### config.mk
export PLATFORM = sky130hd
export DESIGN_NAME = led_ring_animation_frame_unit
export DESIGN_NICKNAME = d
export VERILOG_FILES = /design/src/hdl/lraf_pkg.sv /design/src/hdl/lraf_front.sv /design/src/hdl/lraf_queue.sv /design/src/hdl/lraf_back.sv /design/src/hdl/led_ring_animation_frame_unit.sv
export SDC_FILE = /design/constraint.sdc
export NUM_CORES = 2
export LEC_CHECK = 0
export BUFFER_PORTS_ARGS = -buffer_cell sky130_fd_sc_hd__buf_2
export CORE_MARGIN = 8
export CORE_UTILIZATION = 66
export CTS_CLUSTER_DIAMETER = 50
export CTS_CLUSTER_SIZE = 40
export DETAILED_ROUTE_END_ITERATION = 10
export PLACE_DENSITY = 0.83
export SLEW_MARGIN = 30
export SYNTH_ARGS = -nofsm -noshare
export SYNTH_HDL_FRONTEND = slang
export SYNTH_SLANG_ARGS = --single-unit
### constraint.sdc
create_clock -name clk -period 8.9 [get_ports clk]
set_input_delay 0.89 -clock clk [delete_from_list [all_inputs] [get_ports clk]]
set_output_delay 0.89 -clock clk [all_outputs]
set_load 0.01 [all_outputs]
### src/hdl/lraf_pkg.sv
// Types and constants shared by the LED ring animation frame unit.
`default_nettype none

package lraf_pkg;

	// Pixel counter and step-position width, covering strips of up to 64 pixels
	localparam int PIX_W = 6;

	// Step counter: increments while at or below this value, then wraps to 0
	localparam logic [4:0] STEP_LAST_INC = 5'd23;

	// Pulse blend, in thousandths
	localparam logic [9:0] T_PER_STEP = 10'd41;
	localparam logic [9:0] T_FULL     = 10'd1000;

	// Blend divide: floor(x/1000) == (x * 67109) >> 26 for x < 2^18
	localparam logic [16:0] BLEND_RECIP = 17'd67109;

	// Brightness scale: floor(x/100) == (x * 10486) >> 20 for x < 2^15
	localparam logic [13:0] SCALE_RECIP = 14'd10486;

	// Descriptor queue depth
	localparam int QUEUE_DEPTH = 2;

	// Configuration register indexes
	typedef enum logic [2:0] {
		CFG_MODE         = 3'd0,
		CFG_COLOR_FIRST  = 3'd1,
		CFG_COLOR_SECOND = 3'd2,
		CFG_SPIN_WIDTH   = 3'd3,
		CFG_BRIGHTNESS   = 3'd4
	} lraf_cfg_idx_t;

	// Reset values of the configuration registers
	localparam logic        RST_MODE         = 1'b0;
	localparam logic [23:0] RST_COLOR_FIRST  = 24'h0000FF;
	localparam logic [23:0] RST_COLOR_SECOND = 24'h00FFFF;
	localparam logic [4:0]  RST_SPIN_WIDTH   = 5'd2;
	localparam logic [6:0]  RST_BRIGHTNESS   = 7'd15;

	// Configuration as seen by the frame engine
	typedef struct packed {
		logic        mode;
		logic [23:0] color_first;
		logic [23:0] color_second;
		logic [4:0]  spin_width;
		logic [6:0]  brightness;
	} lraf_cfg_t;

	// One frame job: blend position and spinner start pixel
	typedef struct packed {
		logic [9:0]       t;
		logic [PIX_W-1:0] start;
	} lraf_desc_t;

endpackage

`default_nettype wire

### src/hdl/lraf_front.sv
// Tick intake: step counter, pulse direction and frame job build.
`default_nettype none

module lraf_front import lraf_pkg::*; #(
	parameter int PIXEL_COUNT = 24
) (
	input  wire logic       clk,
	input  wire logic       arst_n,
	input  wire logic       in_valid,
	input  wire logic       advance,
	input  wire logic       full,
	output logic            in_stall,
	output logic            push,
	output lraf_desc_t      desc
);

	logic [4:0]       step_q;
	logic             rising_q;
	logic [PIX_W-1:0] start_q;

	logic [4:0]       step_nxt;
	logic             rising_nxt;
	logic [PIX_W-1:0] start_nxt;
	logic [PIX_W-1:0] start_inc;
	logic [9:0]       t_rise;

	assign in_stall = full;
	assign push     = in_valid && !full;

	// Next step, direction and start pixel (start tracks step modulo strip length)
	always_comb begin
		start_inc = start_q + PIX_W'(1);
		if (advance) begin
			step_nxt = (step_q <= STEP_LAST_INC) ? step_q + 5'd1 : 5'd0;
			rising_nxt = (step_nxt == 5'd0) ? !rising_q : rising_q;
			if (step_nxt == 5'd0) begin
				start_nxt = '0;
			end else if ({1'b0, start_inc} == (PIX_W + 1)'(PIXEL_COUNT)) begin
				start_nxt = '0;
			end else begin
				start_nxt = start_inc;
			end
		end else begin
			step_nxt   = step_q;
			rising_nxt = rising_q;
			start_nxt  = start_q;
		end
	end

	// Blend position in thousandths
	assign t_rise     = 10'(step_nxt) * T_PER_STEP;
	assign desc.t     = rising_nxt ? t_rise : T_FULL - t_rise;
	assign desc.start = start_nxt;

	// Animation state
	always_ff @(posedge clk or negedge arst_n) begin
		if (!arst_n) begin
			step_q   <= '0;
			rising_q <= 1'b1;
			start_q  <= '0;
		end else if (push) begin
			step_q   <= step_nxt;
			rising_q <= rising_nxt;
			start_q  <= start_nxt;
		end
	end

endmodule

`default_nettype wire

### src/hdl/lraf_queue.sv
// Short job queue between tick intake and frame engine.
`default_nettype none

module lraf_queue import lraf_pkg::*; (
	input  wire logic        clk,
	input  wire logic        arst_n,
	input  wire logic        push,
	input  wire lraf_desc_t  wr_desc,
	input  wire logic        pop,
	output lraf_desc_t       rd_desc,
	output logic             full,
	output logic             empty
);

	localparam int AW = (QUEUE_DEPTH > 1) ? $clog2(QUEUE_DEPTH) : 1;

	lraf_desc_t     slot_q [QUEUE_DEPTH];
	logic [AW-1:0]  wr_ptr_q;
	logic [AW-1:0]  rd_ptr_q;
	logic [AW:0]    count_q;

	assign full    = (count_q == (AW + 1)'(QUEUE_DEPTH));
	assign empty   = (count_q == '0);
	assign rd_desc = slot_q[rd_ptr_q];

	// Entry storage
	always_ff @(posedge clk) begin
		if (push) begin
			slot_q[wr_ptr_q] <= wr_desc;
		end
	end

	// Pointers and fill level
	always_ff @(posedge clk or negedge arst_n) begin
		if (!arst_n) begin
			wr_ptr_q <= '0;
			rd_ptr_q <= '0;
			count_q  <= '0;
		end else begin
			if (push) begin
				wr_ptr_q <= (wr_ptr_q == AW'(QUEUE_DEPTH - 1)) ? '0 : wr_ptr_q + AW'(1);
			end
			if (pop) begin
				rd_ptr_q <= (rd_ptr_q == AW'(QUEUE_DEPTH - 1)) ? '0 : rd_ptr_q + AW'(1);
			end
			if (push && !pop) begin
				count_q <= count_q + (AW + 1)'(1);
			end else if (pop && !push) begin
				count_q <= count_q - (AW + 1)'(1);
			end
		end
	end

endmodule

`default_nettype wire

### src/hdl/lraf_back.sv
// Frame engine: pulse blend, pixel sequencer and brightness pipeline.
`default_nettype none

module lraf_back import lraf_pkg::*; #(
	parameter int PIXEL_COUNT = 24
) (
	input  wire logic        clk,
	input  wire logic        arst_n,
	input  wire lraf_cfg_t   cfg,
	input  wire logic        empty,
	input  wire lraf_desc_t  desc,
	output logic             pop,
	input  wire logic        out_stall,
	output logic             out_valid,
	output logic [4:0]       pixel_index,
	output logic [7:0]       red,
	output logic [7:0]       green,
	output logic [7:0]       blue,
	output logic             frame_end
);

	typedef enum logic [3:0] {
		ST_IDLE = 4'b0001,
		ST_LOAD = 4'b0010,
		ST_DIV  = 4'b0100,
		ST_EMIT = 4'b1000
	} lraf_state_t;

	localparam logic [PIX_W-1:0] PIX_LAST = PIX_W'(PIXEL_COUNT - 1);
	localparam logic [PIX_W:0]   PIX_NUM  = (PIX_W + 1)'(PIXEL_COUNT);

	// Brightness: floor(x/100) saturated to 8 bits
	function automatic logic [7:0] scale_sat(input logic [14:0] x);
		logic [28:0] prod;
		prod = 29'(x) * 29'(SCALE_RECIP);
		return (prod[28:20] > 9'd255) ? 8'hFF : prod[27:20];
	endfunction

	lraf_state_t       state_q;
	logic [9:0]        t_q;
	logic [PIX_W-1:0]  start_q;
	logic [1:0]        ch_q;
	logic [17:0]       num_q;
	logic [23:0]       pulse_q;
	logic [PIX_W-1:0]  pix_q;

	logic              adv;
	logic              issue;
	logic [7:0]        ch_a;
	logic [7:0]        ch_b;
	logic [17:0]       blend_num;
	logic [33:0]       blend_prod;
	logic [7:0]        blend_quot;
	logic [PIX_W:0]    offset;
	logic              lit;
	logic [23:0]       pix_color;

	// Pipeline registers
	logic              valid_s1;
	logic [23:0]       col_s1;
	logic [PIX_W-1:0]  idx_s1;
	logic              end_s1;
	logic              valid_s2;
	logic [14:0]       prod_r_s2;
	logic [14:0]       prod_g_s2;
	logic [14:0]       prod_b_s2;
	logic [PIX_W-1:0]  idx_s2;
	logic              end_s2;
	logic              out_valid_q;
	logic [4:0]        pixel_index_q;
	logic [7:0]        red_q;
	logic [7:0]        green_q;
	logic [7:0]        blue_q;
	logic              frame_end_q;

	// Whole pipeline moves when the output slot is free or being taken
	assign adv   = !out_valid_q || !out_stall;
	assign issue = (state_q == ST_EMIT) && adv;
	assign pop   = (state_q == ST_IDLE) && !empty;

	// Channel operands of the blend (0 blue, 1 green, 2 red)
	always_comb begin
		unique case (ch_q)
			2'd0: begin
				ch_a = cfg.color_first[7:0];
				ch_b = cfg.color_second[7:0];
			end
			2'd1: begin
				ch_a = cfg.color_first[15:8];
				ch_b = cfg.color_second[15:8];
			end
			2'd2: begin
				ch_a = cfg.color_first[23:16];
				ch_b = cfg.color_second[23:16];
			end
			default: begin
				ch_a = '0;
				ch_b = '0;
			end
		endcase
	end

	assign blend_num = 18'(ch_a) * 18'(T_FULL - t_q) + 18'(ch_b) * 18'(t_q);

	// Divide the registered weighted sum by 1000 through the reciprocal
	assign blend_prod = 34'(num_q) * 34'(BLEND_RECIP);
	assign blend_quot = blend_prod[33:26];

	// Spinner: offset from start pixel, wrapped around the strip
	always_comb begin
		if (pix_q >= start_q) begin
			offset = {1'b0, pix_q} - {1'b0, start_q};
		end else begin
			offset = {1'b0, pix_q} + PIX_NUM - {1'b0, start_q};
		end
		lit = ((PIX_W + 1)'(cfg.spin_width) >= PIX_NUM) ||
			(offset < (PIX_W + 1)'(cfg.spin_width));
		if (cfg.mode) begin
			pix_color = pulse_q;
		end else begin
			pix_color = lit ? cfg.color_second : cfg.color_first;
		end
	end

	// Sequencer state
	always_ff @(posedge clk or negedge arst_n) begin
		if (!arst_n) begin
			state_q <= ST_IDLE;
		end else begin
			unique case (state_q)
				ST_IDLE: begin
					if (!empty) begin
						state_q <= cfg.mode ? ST_LOAD : ST_EMIT;
					end
				end
				ST_LOAD: begin
					state_q <= ST_DIV;
				end
				ST_DIV: begin
					if (ch_q == 2'd2) begin
						state_q <= ST_EMIT;
					end else begin
						state_q <= ST_LOAD;
					end
				end
				ST_EMIT: begin
					if (issue && pix_q == PIX_LAST) begin
						state_q <= ST_IDLE;
					end
				end
				default: begin
					state_q <= ST_IDLE;
				end
			endcase
		end
	end

	// Sequencer datapath
	always_ff @(posedge clk) begin
		unique case (state_q)
			ST_IDLE: begin
				t_q     <= desc.t;
				start_q <= desc.start;
				ch_q    <= 2'd0;
				pix_q   <= '0;
			end
			ST_LOAD: begin
				num_q <= blend_num;
			end
			ST_DIV: begin
				ch_q <= ch_q + 2'd1;
				unique case (ch_q)
					2'd0: pulse_q[7:0] <= blend_quot;
					2'd1: pulse_q[15:8] <= blend_quot;
					2'd2: pulse_q[23:16] <= blend_quot;
					default: pulse_q <= pulse_q;
				endcase
			end
			ST_EMIT: begin
				if (issue) begin
					pix_q <= pix_q + PIX_W'(1);
				end
			end
			default: begin
				pix_q <= '0;
			end
		endcase
	end

	// Valid bits of the pixel pipeline
	always_ff @(posedge clk or negedge arst_n) begin
		if (!arst_n) begin
			valid_s1    <= 1'b0;
			valid_s2    <= 1'b0;
			out_valid_q <= 1'b0;
		end else if (adv) begin
			valid_s1    <= issue;
			valid_s2    <= valid_s1;
			out_valid_q <= valid_s2;
		end
	end

	// Pixel pipeline: color select, brightness product, reciprocal scale
	always_ff @(posedge clk) begin
		if (adv) begin
			col_s1        <= pix_color;
			idx_s1        <= pix_q;
			end_s1        <= (pix_q == PIX_LAST);
			prod_r_s2     <= 15'(col_s1[23:16]) * 15'(cfg.brightness);
			prod_g_s2     <= 15'(col_s1[15:8]) * 15'(cfg.brightness);
			prod_b_s2     <= 15'(col_s1[7:0]) * 15'(cfg.brightness);
			idx_s2        <= idx_s1;
			end_s2        <= end_s1;
			red_q         <= scale_sat(prod_r_s2);
			green_q       <= scale_sat(prod_g_s2);
			blue_q        <= scale_sat(prod_b_s2);
			pixel_index_q <= 5'(idx_s2);
			frame_end_q   <= end_s2;
		end
	end

	assign out_valid   = out_valid_q;
	assign pixel_index = pixel_index_q;
	assign red         = red_q;
	assign green       = green_q;
	assign blue        = blue_q;
	assign frame_end   = frame_end_q;

endmodule

`default_nettype wire

### src/hdl/led_ring_animation_frame_unit.sv
// LED ring animation frame unit: one tick in, PIXEL_COUNT colored pixels out.
// Pixels pass the color-select, brightness-product and scale registers; pulse mode first
// blends each channel in a sum state and a divide state before the pixels go out. A frame
// emits one pixel per cycle unless the output stalls, and the next tick waits in the queue.
// Ticks queue two deep ahead of the frame engine; output stalls hold the pipeline.
// Reset (arst_n low): step 0, rising, queue and pipeline empty, registers at defaults.
`default_nettype none

module led_ring_animation_frame_unit import lraf_pkg::*; #(
	parameter int PIXEL_COUNT = 24
) (
	input  wire logic        clk,
	input  wire logic        arst_n,
	input  wire logic        in_valid,
	output logic             in_stall,
	input  wire logic        advance,
	output logic             out_valid,
	input  wire logic        out_stall,
	output logic [4:0]       pixel_index,
	output logic [7:0]       red,
	output logic [7:0]       green,
	output logic [7:0]       blue,
	output logic             frame_end,
	input  wire logic        cfg_valid,
	output logic             cfg_ready,
	input  wire logic [2:0]  cfg_index,
	input  wire logic [23:0] cfg_data
);

	lraf_cfg_t  cfg_q;
	logic       push;
	logic       pop;
	logic       full;
	logic       empty;
	lraf_desc_t wr_desc;
	lraf_desc_t rd_desc;

	assign cfg_ready = 1'b1;

	// Configuration registers; writes beyond the list are dropped
	always_ff @(posedge clk or negedge arst_n) begin
		if (!arst_n) begin
			cfg_q.mode         <= RST_MODE;
			cfg_q.color_first  <= RST_COLOR_FIRST;
			cfg_q.color_second <= RST_COLOR_SECOND;
			cfg_q.spin_width   <= RST_SPIN_WIDTH;
			cfg_q.brightness   <= RST_BRIGHTNESS;
		end else if (cfg_valid && cfg_ready) begin
			unique case (cfg_index)
				CFG_MODE:         cfg_q.mode         <= cfg_data[0];
				CFG_COLOR_FIRST:  cfg_q.color_first  <= cfg_data;
				CFG_COLOR_SECOND: cfg_q.color_second <= cfg_data;
				CFG_SPIN_WIDTH:   cfg_q.spin_width   <= cfg_data[4:0];
				CFG_BRIGHTNESS:   cfg_q.brightness   <= cfg_data[6:0];
				default: begin
				end
			endcase
		end
	end

	lraf_front #(.PIXEL_COUNT(PIXEL_COUNT)) u_front (
		.clk      (clk),
		.arst_n   (arst_n),
		.in_valid (in_valid),
		.advance  (advance),
		.full     (full),
		.in_stall (in_stall),
		.push     (push),
		.desc     (wr_desc)
	);

	lraf_queue u_queue (
		.clk     (clk),
		.arst_n  (arst_n),
		.push    (push),
		.wr_desc (wr_desc),
		.pop     (pop),
		.rd_desc (rd_desc),
		.full    (full),
		.empty   (empty)
	);

	lraf_back #(.PIXEL_COUNT(PIXEL_COUNT)) u_back (
		.clk         (clk),
		.arst_n      (arst_n),
		.cfg         (cfg_q),
		.empty       (empty),
		.desc        (rd_desc),
		.pop         (pop),
		.out_stall   (out_stall),
		.out_valid   (out_valid),
		.pixel_index (pixel_index),
		.red         (red),
		.green       (green),
		.blue        (blue),
		.frame_end   (frame_end)
	);

endmodule

`default_nettype wire

==> key figures <==
Timing
  • Slew @ Worst Pin: between 0.8 and 0.9 ns
  • Final setup viols: 0
  • Final Max Slew Viols: 0
  • Tmin final: 7.50 ns
  • Final critical-path setup slack: 1.40 ns
  • Rel. slew slack: 41.3%
  • Final worst clock skew: 0.0165 ns
  • Fin crit share: roughly 84%
  • Fin. Hold Viols: 0
  • RSZ-0062 raised after global routing: no
  • FMAX: around 130 MHz
  • Sum Neg Setup Slack: 0 ns
  • Final hold slack: between 0.1 and 0.15 ns

Synth
  • Predominant post-synthesis flop cell: edfxtp_1
  • Synth unique cells: 82
  • Sequential area share after synthesis: 22.3%
  • Register bit total from synthesis: 293
  • Avg Cell Area, Syn: ~11 sq um
  • Post-synth design cell area: 37,700 sq um
  • EDFF count, synth: roughly 210
  • YS warnings: 0
  • Ys async rst share: 28.7%
  • Net count after synthesis: between 4,000 and 5,000
  • Syn Inst Count: 3,577

Setup path
  • Crit Path Class: flip-flop to flip-flop
  • Critical path arrival: 7.81 ns
  • Critical path fanouts, max: 13
  • Worst endpoint required time: ~9.2 ns
  • Critical Path Start: u_back.t_q[0]
  • CP Capture Type: flip-flop
  • Worst R2R Setup Slack: 1.40 ns
  • Worst flop-to-flop path startpoint: u_back.t_q[0]
  • R2r endpoint: u_back.num_q[17]
  • Reg2reg path depth: 23
  • Setup crit start kind: flip-flop

Clocking
  • CTS clk-pin slew, worst paths: 0.07 ns
  • CTS Hold Bufs: 0
  • Cts repair resizes: 0
  • H-tree depth: 2
  • Clock buffer depth: 3
  • CTS tree: done
  • Clock Sinks: 293
  • Root Driver: clkbuf_16
  • Num CTS Buffers: 37
  • Post-CTS Setup Inserts: 0
  • Clock insertion delay at the later pin of the skew report: around 0.58 ns

Placed design
  • DP Wirelength: 62,200 um
  • Routability cong.: 0.930
  • Dpl cell area: 38,800 sq um
  • Buffers on Ports: between 60 and 70
  • DP Worst Slack: ~1.5 ns

GRT
  • GRT Residual Overflow: 0
  • First-pass GRT wire length: about 130,000 um
  • Vias in the first global route: 27,300
  • Largest net degree at the start of global routing: between 80 and 90
  • Initial antenna violation count: 8
  • Global-route usage over all layers: 25.1%

Route
  • Post-Route WL: 77,100 um
  • Per-cell routed wire length: 17.5 um
  • Vias/cell: 5.68
  • Via Count: 25,100
  • DRC: 0
  • Routed Antenna Nets: 0
  • Initial DRC Count: 1,387
  • Pre-antenna DRT Iters: 6

Floorplanning
  • Initial Util: 66.8%
  • Die Y: around 250 um
  • Num ports: between 60 and 70
  • Die area: 65,000 sq um
  • # rows: a little under 90
  • Die W: 255 um
  • Core ar.: 56,400 sq um

Layout
  • Area Growth Syn to Fin: 6.60%
  • Fraction of layout cells with a size suffix above 1: 8.71%
  • Fillers: 3,981
  • Layout Cell Area excl Fill: 40,200 sq um
  • Final net count: about 4,800

Run status
  • Status: completed

Worst hold path
  • Tightest Hold Check Type: input port to async pin

Run
  • Max cap viols: 0
-- through the flow --
stage	instances	util [%]
after global placement	4341	68.8
after CTS	4409	71.2
after floorplan	3577	-
after global routing	4412	71.2
final	4416	71.3
after detailed placement	4341	68.8
-- registers in the layout, indices dropped and copies added, names as in the netlist, 6 cells and up --
| name | cells |
|---|---|
| u_back.red | 8 |
| u_back.pix_q | 6 |
| u_back.prod_g_s2 | 15 |
| u_queue.slot_q | 32 |
| u_back.start_q | 6 |
| u_back.num_q | 18 |
| u_back.green | 8 |
| u_back.t_q | 10 |
| u_front.start_q | 6 |
| u_back.blue | 8 |
| u_back.prod_r_s2 | 15 |
| cfg_q | 61 |
| u_back.col_s1 | 24 |
| u_back.prod_b_s2 | 15 |
| u_back.pulse_q | 24 |
-- routing by layer --
layer	global-route usage [%]	routed length, um
met2	44.7	39200
met4	9.47	2870
met5	0	15
met1	31.1	30900
met3	3.22	4040
-- how the worst max path moves through the flow --
stage	to	cells past startpoint
after global placement	u_back.num_q[17]	24
after floorplan	u_back.num_q[17]	25
after detailed placement	u_back.num_q[17]	23
final	u_back.num_q[17]	23
after CTS	u_back.num_q[17]	23
after global routing	u_back.num_q[17]	23
-- final cells by class --
| cell class | instances | area (sq um) | share of cell area (%) |
|---|---|---|---|
| clock inverter | 28 | 355 | 0.884 |
| sequential | 293 | 8420 | 21.0 |
| timing repair buffer | 75 | 413 | 1.03 |
| multi-input combinational | 2414 | 26000 | 64.8 |
| antenna | 7 | 17.5 | 0.0436 |
| tap | 756 | 946 | 2.35 |
| inverter | 803 | 3010 | 7.50 |
| clock buffer | 40 | 990 | 2.46 |
-- critical path: stages, from the launching register on --
cell and delay [ns]:
edfxtp_1 0.49, inv_1 0.35, ha_1 0.31, nand2b_1 0.10
a21oi_1 0.18, nor2b_1 0.12, xnor2_1 0.56, nand2_1 0.20
fa_1 0.54, fa_1 0.51, fa_1 0.51, inv_1 0.06
fa_1 0.49, fa_1 0.49, inv_1 0.05, fa_1 0.47
inv_1 0.04, ha_1 0.22, o41a_1 0.45, a221o_1 0.36
nand4_1 0.11, a41oi_1 0.18, a311oi_2 0.34, xnor2_1 0.11
-- synth_stat cells (18+ instances only) --
cell type	instances	area [sq um]
o21ai_0	55	275
ha_1	636	7960
nor3_1	74	370
dfrtp_1	53	1330
nor2_1	106	398
dfstp_2	31	815
clkbuf_1	56	210
nand2b_1	25	156
nand3_1	33	165
nor4_1	30	188
xnor2_1	92	806
inv_1	801	3010
o22ai_1	30	188
a21oi_1	78	390
fa_1	489	9790
mux2_2	80	901
nand2_1	241	905
edfxtp_1	209	6280
xor2_1	36	315
a2111oi_2	18	270
and2_1	150	938
nor2b_1	19	119
a21o_1	33	248
-- kinds of logic (layout without fill, tap and decap cells) --
kind of cell               count (synthesis)  in the layout  synth area share, %
other                                      1              8              0.00995
DFF                                      293            293                 22.3
adders and majority gates               1125           1125                 47.1
AOI/OAI and AO/OA                        347            347                 6.81
and+or+nand+nor                          727            727                 9.47
muxes                                     85             85                 2.53
xor gates and xnor gates                 129            129                 3.02
buffers and inverters                    870            946                 8.75
-- layout by cell type, fill, tap and decap left out, types with 18 or more instances in the layout --
| cell type | n |
|---|---|
| fa_1 | 489 |
| nor3_1 | 71 |
| and2_1 | 150 |
| mux2_2 | 80 |
| nor2b_1 | 19 |
| nor2_1 | 103 |
| dfrtp_1 | 52 |
| xor2_1 | 36 |
| nor4_1 | 30 |
| nand2b_1 | 25 |
| a2111oi_2 | 18 |
| a21o_1 | 33 |
| clkbuf_16 | 39 |
| a21oi_1 | 78 |
| xnor2_1 | 92 |
| nand2_1 | 240 |
| o22ai_1 | 30 |
| edfxtp_1 | 209 |
| dfstp_2 | 31 |
| buf_2 | 63 |
| nand3_1 | 33 |
| inv_1 | 801 |
| o21ai_0 | 55 |
| ha_1 | 636 |
Power is left out: the tool's default activity adds up to more than one toggle a clock period on the data nets, which glitch-free logic cannot reach.
